### config.mk
export PLATFORM = sky130hd
export DESIGN_NAME = mqtt_publish_deframer_unit
export DESIGN_NICKNAME = d
export VERILOG_FILES = /design/src/rtl/mqttpd_pkg.sv /design/src/rtl/mqttpd_core.sv /design/src/rtl/mqtt_publish_deframer_unit.sv
export VERILOG_INCLUDE_DIRS = /design/src /design/src/rtl
export SDC_FILE = /design/constraint.sdc
export NUM_CORES = 1
export LEC_CHECK = 0
export ABC_AREA = 0
export BUFFER_PORTS_ARGS = -buffer_cell sky130_fd_sc_hd__buf_2
export CAP_MARGIN = 5
export CELL_PAD_IN_SITES_DETAIL_PLACEMENT = 1
export CELL_PAD_IN_SITES_GLOBAL_PLACEMENT = 2
export CORE_UTILIZATION = 40
export CTS_CLUSTER_SIZE = 40
export DETAILED_ROUTE_END_ITERATION = 10
export GPL_ROUTABILITY_DRIVEN = 0
export PLACE_DENSITY_LB_ADDON = 0.1
export SLEW_MARGIN = 0
export SYNTH_ARGS = -nofsm -noshare
export SYNTH_HDL_FRONTEND = slang
export SYNTH_SLANG_ARGS = --single-unit
### constraint.sdc
create_clock -name clock -period 14.2 [get_ports clock]
set_input_delay 2.84 -clock clock [delete_from_list [all_inputs] [get_ports clock]]
set_output_delay 2.84 -clock clock [all_outputs]
set_load 0.02 [all_outputs]
### src/rtl/mqtt_publish_deframer_unit_assert.svh
// Assertion macros shared by the deframer RTL.
`ifndef MQTT_PUBLISH_DEFRAMER_UNIT_ASSERT_SVH
`define MQTT_PUBLISH_DEFRAMER_UNIT_ASSERT_SVH

// The consequent must hold in the same cycle as the antecedent.
`define MPD_ASSERT_SAME(lbl, clk, rst, ante, cons) \
   lbl: assert property (@(posedge clk) disable iff (rst) (ante) |-> (cons)) \
      else $error("deframer assertion failed");

// The consequent must hold in the cycle after the antecedent.
`define MPD_ASSERT_NEXT(lbl, clk, rst, ante, cons) \
   lbl: assert property (@(posedge clk) disable iff (rst) (ante) |=> (cons)) \
      else $error("deframer assertion failed");

`endif

### src/rtl/mqttpd_pkg.sv
`timescale 1ns / 1ps

package mqttpd_pkg;

   localparam int DEFAULT_MAX_LENGTH_FIELD_BYTES = 4;
   localparam int DEFAULT_COMMAND_COUNT_BITS     = 16;
   localparam int REM_BITS                        = 28;
   localparam logic [15:0] MAX_COMMAND_LEN_RESET  = 16'd1024;

   typedef enum logic [2:0] {
      PH_HEADER   = 3'd0,
      PH_LENGTH   = 3'd1,
      PH_TOPIC_HI = 3'd2,
      PH_TOPIC_LO = 3'd3,
      PH_TOPIC    = 3'd4,
      PH_PAYLOAD  = 3'd5,
      PH_DISCARD  = 3'd6
   } phase_type;

   typedef enum logic [2:0] {
      ERR_NONE         = 3'd0,
      ERR_MID_PACKET   = 3'd1,
      ERR_LENGTH_FIELD = 3'd2,
      ERR_TOPIC        = 3'd3,
      ERR_TRUNCATED    = 3'd4
   } err_type;

   typedef struct packed {
      logic        valid;
      logic [7:0]  data;
      logic        byte_valid;
      logic        cmd_end;
      logic [15:0] length;
      err_type     err;
   } result_type;

endpackage

### src/rtl/mqttpd_core.sv
`timescale 1ns / 1ps

module mqttpd_core #(
   parameter int MaxLengthFieldBytes = mqttpd_pkg::DEFAULT_MAX_LENGTH_FIELD_BYTES,
   parameter int CommandCountBits    = mqttpd_pkg::DEFAULT_COMMAND_COUNT_BITS
) (
   input  logic                   clock,
   input  logic                   reset,
   input  logic                   step,
   input  logic [7:0]             rx_byte,
   input  logic                   record_last,
   input  logic [15:0]            max_command_len,
   output mqttpd_pkg::result_type result
);

   localparam int RemBits = mqttpd_pkg::REM_BITS;
   localparam int LimBits = (CommandCountBits > 16) ? CommandCountBits : 16;
   localparam logic [CommandCountBits-1:0] CountMask = {CommandCountBits{1'b1}};

   mqttpd_pkg::phase_type phase_ff, phase_in;
   logic [RemBits-1:0]          rem_ff, rem_in;
   logic [1:0]                  digit_ff, digit_in;
   logic [15:0]                 topic_ff, topic_in;
   logic [7:0]                  topic_hi_ff, topic_hi_in;
   logic [CommandCountBits-1:0] count_ff, count_in;
   logic                        trunc_ff, trunc_in;

   logic [RemBits-1:0]          digit_shifted;
   logic [RemBits-1:0]          len_acc;
   logic                        len_cont;
   logic                        len_over;
   logic [RemBits-1:0]          rem_dec;
   logic [15:0]                 topic_word;
   logic [RemBits:0]            rem_after_topic;
   logic                        topic_over;
   logic [15:0]                 topic_dec;
   logic [LimBits-1:0]          limit;
   logic                        keep;
   logic [CommandCountBits-1:0] count_next;
   logic                        trunc_now;
   logic                        last;

   assign last = record_last;

   // Each length digit lands seven bits further up.
   always_comb begin
      case (digit_ff)
         2'd0:    digit_shifted = RemBits'(rx_byte[6:0]);
         2'd1:    digit_shifted = RemBits'({rx_byte[6:0], 7'd0});
         2'd2:    digit_shifted = RemBits'({rx_byte[6:0], 14'd0});
         default: digit_shifted = RemBits'({rx_byte[6:0], 21'd0});
      endcase
   end

   assign len_acc   = rem_ff | digit_shifted;
   assign len_cont  = rx_byte[7];
   assign len_over  = (({1'b0, digit_ff} + 3'd1) >= 3'(MaxLengthFieldBytes));
   assign rem_dec   = rem_ff - RemBits'(1);
   assign topic_word = {topic_hi_ff, rx_byte};
   // The borrow out of this subtract flags a topic longer than the packet.
   assign rem_after_topic = {1'b0, rem_dec} - (RemBits + 1)'(topic_word);
   assign topic_over      = rem_after_topic[RemBits];
   assign topic_dec       = topic_ff - 16'd1;

   assign limit = (LimBits'(max_command_len) < LimBits'(CountMask)) ?
                  LimBits'(max_command_len) : LimBits'(CountMask);
   assign keep       = LimBits'(count_ff) < limit;
   assign count_next = keep ? (count_ff + CommandCountBits'(1)) : count_ff;
   assign trunc_now  = trunc_ff | ~keep;

   // Next parse phase.
   always_comb begin
      phase_in = phase_ff;
      case (phase_ff)
         mqttpd_pkg::PH_LENGTH: begin
            if (len_cont && len_over) begin
               phase_in = last ? mqttpd_pkg::PH_HEADER : mqttpd_pkg::PH_DISCARD;
            end else if (len_cont) begin
               phase_in = last ? mqttpd_pkg::PH_HEADER : mqttpd_pkg::PH_LENGTH;
            end else if (len_acc == '0) begin
               phase_in = last ? mqttpd_pkg::PH_HEADER : mqttpd_pkg::PH_DISCARD;
            end else begin
               phase_in = last ? mqttpd_pkg::PH_HEADER : mqttpd_pkg::PH_TOPIC_HI;
            end
         end
         mqttpd_pkg::PH_TOPIC_HI: begin
            if (rem_dec == '0) begin
               phase_in = last ? mqttpd_pkg::PH_HEADER : mqttpd_pkg::PH_DISCARD;
            end else begin
               phase_in = last ? mqttpd_pkg::PH_HEADER : mqttpd_pkg::PH_TOPIC_LO;
            end
         end
         mqttpd_pkg::PH_TOPIC_LO: begin
            if (topic_over) begin
               phase_in = last ? mqttpd_pkg::PH_HEADER : mqttpd_pkg::PH_DISCARD;
            end else if (topic_word == '0 && rem_after_topic[RemBits-1:0] == '0) begin
               phase_in = mqttpd_pkg::PH_HEADER;
            end else if (last) begin
               phase_in = mqttpd_pkg::PH_HEADER;
            end else begin
               phase_in = (topic_word != '0) ? mqttpd_pkg::PH_TOPIC : mqttpd_pkg::PH_PAYLOAD;
            end
         end
         mqttpd_pkg::PH_TOPIC: begin
            if (topic_dec == '0 && rem_ff == '0) begin
               phase_in = mqttpd_pkg::PH_HEADER;
            end else if (last) begin
               phase_in = mqttpd_pkg::PH_HEADER;
            end else if (topic_dec == '0) begin
               phase_in = mqttpd_pkg::PH_PAYLOAD;
            end
         end
         mqttpd_pkg::PH_PAYLOAD: begin
            if (rem_dec == '0 || last) begin
               phase_in = mqttpd_pkg::PH_HEADER;
            end
         end
         mqttpd_pkg::PH_DISCARD: begin
            if (last) begin
               phase_in = mqttpd_pkg::PH_HEADER;
            end
         end
         default: begin
            phase_in = last ? mqttpd_pkg::PH_HEADER : mqttpd_pkg::PH_LENGTH;
         end
      endcase
   end

   // Counters and the result of the current request.
   always_comb begin
      rem_in      = rem_ff;
      digit_in    = digit_ff;
      topic_in    = topic_ff;
      topic_hi_in = topic_hi_ff;
      count_in    = count_ff;
      trunc_in    = trunc_ff;
      result      = '0;
      case (phase_ff)
         mqttpd_pkg::PH_LENGTH: begin
            rem_in = len_acc;
            if (len_cont && len_over) begin
               result.valid   = 1'b1;
               result.cmd_end = 1'b1;
               result.err     = mqttpd_pkg::ERR_LENGTH_FIELD;
            end else if (len_cont) begin
               digit_in = digit_ff + 2'd1;
               if (last) begin
                  result.valid   = 1'b1;
                  result.cmd_end = 1'b1;
                  result.err     = mqttpd_pkg::ERR_MID_PACKET;
               end
            end else if (len_acc == '0) begin
               result.valid   = 1'b1;
               result.cmd_end = 1'b1;
               result.err     = mqttpd_pkg::ERR_TOPIC;
            end else if (last) begin
               result.valid   = 1'b1;
               result.cmd_end = 1'b1;
               result.err     = mqttpd_pkg::ERR_MID_PACKET;
            end
            result.length = 16'(count_ff);
         end
         mqttpd_pkg::PH_TOPIC_HI: begin
            topic_hi_in   = rx_byte;
            rem_in        = rem_dec;
            result.length = 16'(count_ff);
            if (rem_dec == '0) begin
               result.valid   = 1'b1;
               result.cmd_end = 1'b1;
               result.err     = mqttpd_pkg::ERR_TOPIC;
            end else if (last) begin
               result.valid   = 1'b1;
               result.cmd_end = 1'b1;
               result.err     = mqttpd_pkg::ERR_MID_PACKET;
            end
         end
         mqttpd_pkg::PH_TOPIC_LO: begin
            rem_in        = rem_dec;
            result.length = 16'(count_ff);
            if (topic_over) begin
               result.valid   = 1'b1;
               result.cmd_end = 1'b1;
               result.err     = mqttpd_pkg::ERR_TOPIC;
            end else begin
               rem_in   = rem_after_topic[RemBits-1:0];
               topic_in = topic_word;
               if (topic_word == '0 && rem_after_topic[RemBits-1:0] == '0) begin
                  result.valid   = 1'b1;
                  result.cmd_end = 1'b1;
                  result.length  = '0;
               end else if (last) begin
                  result.valid   = 1'b1;
                  result.cmd_end = 1'b1;
                  result.err     = mqttpd_pkg::ERR_MID_PACKET;
               end
            end
         end
         mqttpd_pkg::PH_TOPIC: begin
            topic_in = topic_dec;
            if (topic_dec == '0 && rem_ff == '0) begin
               result.valid   = 1'b1;
               result.cmd_end = 1'b1;
            end else if (last) begin
               result.valid   = 1'b1;
               result.cmd_end = 1'b1;
               result.length  = 16'(count_ff);
               result.err     = mqttpd_pkg::ERR_MID_PACKET;
            end
         end
         mqttpd_pkg::PH_PAYLOAD: begin
            count_in          = count_next;
            trunc_in          = trunc_now;
            rem_in            = rem_dec;
            result.data       = keep ? rx_byte : 8'd0;
            result.byte_valid = keep;
            if (rem_dec == '0) begin
               result.valid   = 1'b1;
               result.cmd_end = 1'b1;
               result.length  = 16'(count_next);
               result.err     = trunc_now ? mqttpd_pkg::ERR_TRUNCATED : mqttpd_pkg::ERR_NONE;
            end else if (last) begin
               result.valid   = 1'b1;
               result.cmd_end = 1'b1;
               result.length  = 16'(count_next);
               result.err     = mqttpd_pkg::ERR_MID_PACKET;
            end else begin
               result.valid = keep;
            end
         end
         mqttpd_pkg::PH_DISCARD: begin
            result = '0;
         end
         default: begin
            // Header byte: its type is not checked, every packet counter restarts.
            rem_in      = '0;
            digit_in    = '0;
            topic_in    = '0;
            topic_hi_in = '0;
            count_in    = '0;
            trunc_in    = 1'b0;
            if (last) begin
               result.valid   = 1'b1;
               result.cmd_end = 1'b1;
               result.err     = mqttpd_pkg::ERR_MID_PACKET;
            end
         end
      endcase
   end

   always_ff @(posedge clock) begin
      if (reset) begin
         phase_ff    <= mqttpd_pkg::PH_HEADER;
         rem_ff      <= '0;
         digit_ff    <= '0;
         topic_ff    <= '0;
         topic_hi_ff <= '0;
         count_ff    <= '0;
         trunc_ff    <= 1'b0;
      end else if (step) begin
         phase_ff    <= phase_in;
         rem_ff      <= rem_in;
         digit_ff    <= digit_in;
         topic_ff    <= topic_in;
         topic_hi_ff <= topic_hi_in;
         count_ff    <= count_in;
         trunc_ff    <= trunc_in;
      end
   end

endmodule

### src/rtl/mqtt_publish_deframer_unit.sv
`timescale 1ns / 1ps
// Channel   Direction  Handshake             Payload
// req_      in         req_valid/req_stall   rx_byte, record_last
// rsp_      out        rsp_valid/rsp_stall   cmd_byte, byte_valid, cmd_end, cmd_length,
//                                            error_code
// csr_      in         csr_wr_en             max_command_len
//
// One request is taken per cycle while req_stall is low. A request is held in the input
// register, is parsed against the packet state and lands in the result register.
// Reset is synchronous; it clears the parse state and sets max_command_len to 1024.
// A stall on rsp_ holds the input register, and req_stall rises only while both
// registers are full.

module mqtt_publish_deframer_unit #(
   parameter int MaxLengthFieldBytes = mqttpd_pkg::DEFAULT_MAX_LENGTH_FIELD_BYTES,
   parameter int CommandCountBits    = mqttpd_pkg::DEFAULT_COMMAND_COUNT_BITS
) (
   input  logic        clock,
   input  logic        reset,
   input  logic        req_valid,
   output logic        req_stall,
   input  logic [7:0]  req_rx_byte,
   input  logic        req_record_last,
   output logic        rsp_valid,
   input  logic        rsp_stall,
   output logic [7:0]  rsp_cmd_byte,
   output logic        rsp_byte_valid,
   output logic        rsp_cmd_end,
   output logic [15:0] rsp_cmd_length,
   output logic [2:0]  rsp_error_code,
   input  logic        csr_wr_en,
   input  logic [15:0] csr_wr_data
);

   logic                   in_valid_ff, in_valid_in;
   logic [7:0]             in_byte_ff;
   logic                   in_last_ff;
   logic [15:0]            max_len_ff;
   mqttpd_pkg::result_type out_ff, out_in;
   mqttpd_pkg::result_type core_result;
   logic                   advance;
   logic                   req_take;

   // A held request is parsed if the result register is free or drains this cycle.
   assign advance   = in_valid_ff & (~out_ff.valid | ~rsp_stall);
   assign req_stall = in_valid_ff & ~advance;
   assign req_take  = req_valid & ~req_stall;

   mqttpd_core #(
      .MaxLengthFieldBytes (MaxLengthFieldBytes),
      .CommandCountBits    (CommandCountBits)
   ) u_core (
      .clock           (clock),
      .reset           (reset),
      .step            (advance),
      .rx_byte         (in_byte_ff),
      .record_last     (in_last_ff),
      .max_command_len (max_len_ff),
      .result          (core_result)
   );

   always_comb begin
      in_valid_in = in_valid_ff;
      if (req_take) begin
         in_valid_in = 1'b1;
      end else if (advance) begin
         in_valid_in = 1'b0;
      end
   end

   always_comb begin
      out_in = out_ff;
      if (advance) begin
         out_in = core_result;
      end else if (out_ff.valid && !rsp_stall) begin
         out_in.valid = 1'b0;
      end
   end

   always_ff @(posedge clock) begin
      if (reset) begin
         in_valid_ff  <= 1'b0;
         out_ff.valid <= 1'b0;
         max_len_ff   <= mqttpd_pkg::MAX_COMMAND_LEN_RESET;
      end else begin
         in_valid_ff  <= in_valid_in;
         out_ff.valid <= out_in.valid;
         if (csr_wr_en) begin
            max_len_ff <= csr_wr_data;
         end
      end
      if (req_take) begin
         in_byte_ff <= req_rx_byte;
         in_last_ff <= req_record_last;
      end
      out_ff.data       <= out_in.data;
      out_ff.byte_valid <= out_in.byte_valid;
      out_ff.cmd_end    <= out_in.cmd_end;
      out_ff.length     <= out_in.length;
      out_ff.err        <= out_in.err;
   end

   assign rsp_valid      = out_ff.valid;
   assign rsp_cmd_byte   = out_ff.data;
   assign rsp_byte_valid = out_ff.byte_valid;
   assign rsp_cmd_end    = out_ff.cmd_end;
   assign rsp_cmd_length = out_ff.length;
   assign rsp_error_code = out_ff.err;

`include "mqtt_publish_deframer_unit_assert.svh"

   // Errors are only reported on the closing result of a command.
   `MPD_ASSERT_SAME(a_err_with_end, clock, reset,
      rsp_valid && rsp_error_code != mqttpd_pkg::ERR_NONE, rsp_cmd_end)
   // A result that does not close a command always carries a payload byte.
   `MPD_ASSERT_SAME(a_mid_has_byte, clock, reset, rsp_valid && !rsp_cmd_end, rsp_byte_valid)
   // A clean end without a byte of its own is only the empty-payload marker.
   `MPD_ASSERT_SAME(a_empty_end, clock, reset,
      rsp_valid && rsp_cmd_end && !rsp_byte_valid && rsp_error_code == mqttpd_pkg::ERR_NONE,
      rsp_cmd_length == 16'd0)
   // Back-pressure reaches the request side only when both registers are occupied.
   `MPD_ASSERT_SAME(a_stall_cause, clock, reset, req_stall,
      in_valid_ff && rsp_valid && rsp_stall)

endmodule
==> summary.txt <==
Status
  – Status: completed

Critical path
  – WP data required: 11.36 ns
  – CP Launch Type: primary input
  – R2R Setup Slk: 8.35 ns
  – Worst reg2reg path depth: 16
  – Crit Path Max Fanout: 4
  – Crit-path cells: buf_2, and3_1, buf_2
  – CP Class: primary input to primary output
  – Critical Path Start: rsp_stall
  – Critical path arrival: 3.32 ns
  – CP max stage delay: 0.20 ns
  – Crit path to: req_stall
  – Worst r2r dst: u_core.phase_ff[0]
  – Crit-path slowest cell: and3_1
  – R2r startpoint: u_core.rem_ff[0]
  – Most frequent CP cell: buf_2
  – Critical path endpoint category: primary output

Clock tree
  – CTS Buffer Depth: 2
  – Worst-path clk slew: 0.07 ns
  – Later-pin clock latency in the skew report: 0.43 ns
  – CTS H-tree lvls: 4
  – Num Clock Sinks: 130
  – CTS tree: built
  – Root Driver: clkbuf_16
  – Post-CTS Hold Buffers: 0
  – Post-CTS Resized: 0
  – Post-CTS Repair Setup Buffers: 0
  – CTS Buf Count: 17

Yosys
  – Synthesized area: 0.009749 mm2
  – Cells after Synth: 1240
  – EDFF count, synth: 38
  – Sequential share of the synthesized area: 0.3060
  – Syn_nets: 1312
  – Ys Warns: 0
  – Distinct cells, synth: 97
  – FFs w/ async S/R, synth: 0
  – Mean Syn Cell Area: 7.862 um2
  – Ys flop type: dfxtp_1
  – Synth Register Bits: 130

Drt
  – Top sig layer: met4
  – Metal-1 WL: 16720 um
  – Routed len/inst: 22.90 um
  – Met3 wire length: 2596 um
  – Met2 wire length: 16140 um
  – Aggregate routed wire length: 36360 um
  – Antenna-violating nets left: 0
  – # DRC: 0
  – 1st-iter DRT viols: 765
  – DR vias: 9714
  – DRT Pass-1 Iters: 6
  – Post-DR vias/cell: 6.117

Global routing
  – Pin count of the biggest net entering global routing: 41
  – Initial antenna violation count: 2
  – Overall Global Routing Usage: 0.3000
  – First-pass GRT wire length: 55920 um
  – Vias in the first global route: 9354
  – Grt total ovfl: 0

Place
  – Post-DP HPWL: 26440 um
  – Dpl cells: 1555
  – Port buffer count: 60

Floorplanning
  – Row count: 56
  – CORE AREA: 0.02368 mm2
  – Starting density of the core: 0.4117
  – I/O pin cnt: 61
  – Die X: 158.1 um
  – Die area: 0.02500 mm2
  – Die Y: 158.1 um

Worst hold path
  – Hold WC Path Type: flip-flop to flip-flop

STA
  – Tmin final: 6.164 ns
  – Hold WS: 0.4808 ns
  – Worst Tran Pin Value: 1.165 ns
  – TNS Setup: 0 ns
  – Slew margin rel.: 0.2214
  – Pins Over Slew Limit: 0
  – Final period utilization: 0.4341
  – Final setup fails: 0
  – Setup Skew: 0.01069 ns
  – RSZ-0062 raised after global routing: no
  – Fmax: 162.2 MHz
  – Fin. Hold Viols: 0

Finish
  – Commonest non-fill, non-tap cells in the layout: nand2_1, nor2_1, a21oi_1, dfxtp_1, o21ai_0
  – Fraction of layout cells with a size suffix above 1: 0.1262
  – Util after Layout: 0.4593
  – Most common cell after layout, fill and taps aside: nand2_1
  – Area growth, synth to finish: 11.58%
  – Non-Filler Instances: 1588
  – Fin nets: 1327

Pwr
  – Power per cell area: 92.76 mW/mm2
  – NetSw: 0.2836 mW
  – Worst VDD drop: 0.06384 mV
  – Logic pwr share: 0.112
  – Pleak: 4.022 nW
  – Clk pwr share: 0.496
  – P_int: 0.7254 mW
  – Overall power: 1.009 mW
  – Sequential power share: 0.393
  – Switching fraction of total power: 0.2811

Run
  – Max-Cap Viols: 0
==> synthesized netlist by cell type (all sizes together), types with 6 or more instances <==
cell type  number  area (um2)
or2             7       43.80
and2           14       90.09
a21oi         117       600.6
o21a            7       52.55
nor2          123       469.2
a311oi         18       157.7
edfxtp         38        1141
nor2b           9       56.30
ha             41       513.0
inv            61       229.0
buf            23       155.2
a21o           15       112.6
nand3          37       190.2
xor2           15       131.4
or3            12       75.07
a22oi          15       112.6
nor3           43       231.5
a211oi         17       145.1
nand2b          6       37.54
or4             8       63.81
o31ai           7       52.55
dfxtp          92        1842
clkbuf         62       234.0
a221oi         11       96.34
xnor2          32       280.3
nand4          25       183.9
nand2         130       498.0
a31oi          23       237.7
o22ai           8       50.05
o211ai          6       50.05
mux2i          17       170.2
nor4           17       155.1
nor3b           9       77.57
and3           22       137.6
o21ai          80       400.4
==> through the flow <==
stage          setup WS, ns  area (um2)
2_1_floorplan         8.234        9749
3_3_place_gp          8.052       10230
3_5_place_dp          8.035       10230
4_1_cts               8.034       10880
5_1_grt               7.904       10880
6_report              8.036       10880
==> layer usage <==
| layer | up-vias | global-route usage |
|---|---|---|
| met3 | 59 | 0.06926 |
| met5 | - | 0.02070 |
| met2 | 298 | 0.4664 |
| met4 | 0 | 0.09386 |
| li1 | 4600 | - |
| met1 | 4757 | 0.4063 |
==> worst max-delay path, delay by kind of cell <==
family | cells | cell delay (ns)
buffers and inverters | 2 | 0.29
and+or+nand+nor | 1 | 0.20
==> logic make-up (layout without fill, tap and decap cells) <==
logic type,after synthesis,after routing,share of synthesized area
adders and majority gates,42,42,0.05467
muxes,17,17,0.01745
other,0,1,0
buffers and inverters,147,175,0.06378
AOI/OAI and AO/OA,372,372,0.2568
DFF,130,130,0.3060
and+or+nand+nor,485,485,0.2591
xor gates and xnor gates,47,47,0.04222
==> flip-flops by register name, summed over array words and instances, names as in the netlist, 2 cells and up <==
name                count
u_core.topic_ff        16
in_byte_ff              8
u_core.count_ff        16
u_core.rem_ff          28
rsp_cmd_length         16
u_core.digit_ff         2
u_core.phase_ff         3
max_len_ff             16
rsp_error_code          3
rsp_cmd_byte            8
u_core.topic_hi_ff      8
==> power by group through the flow <==
stage | Clock, mW | Combinational [mW] | Sequential [mW]
final | 0.500 | 0.113 | 0.396
after global routing | 0.520 | 0.122 | 0.398
after CTS | 0.505 | 0.112 | 0.396
after detailed placement | 0 | 0.111 | 0.405
after global placement | 0 | 0.110 | 0.404
after floorplan | 0 | 0.0703 | 0.405
==> final cells by class <==
type / count / area [um2]
Antenna cell: 1 / 2.502
Clock buffer: 17 / 425.4
Clock inverter: 15 / 222.7
Fill cell: 2920 / 12800
Inverter: 62 / 232.7
Multi-Input combinational cell: 963 / 6155
Sequential cell: 130 / 2983
Tap cell: 319 / 399.1
Timing Repair Buffer: 81 / 457.9
==> how the worst min path moves through the flow <==
stage / start / endpoint / depth (start not counted)
2_1_floorplan: u_core.topic_hi_ff[0] / u_core.topic_hi_ff[0] / 2
3_3_place_gp: u_core.topic_hi_ff[3] / u_core.topic_hi_ff[3] / 2
3_5_place_dp: u_core.topic_hi_ff[1] / u_core.topic_hi_ff[1] / 2
4_1_cts: u_core.topic_hi_ff[1] / u_core.topic_hi_ff[1] / 2
5_1_grt: u_core.topic_hi_ff[3] / u_core.topic_hi_ff[3] / 2
6_report: u_core.topic_hi_ff[1] / u_core.topic_hi_ff[1] / 2
No activity file was read; power rests on OpenSTA's default activity.
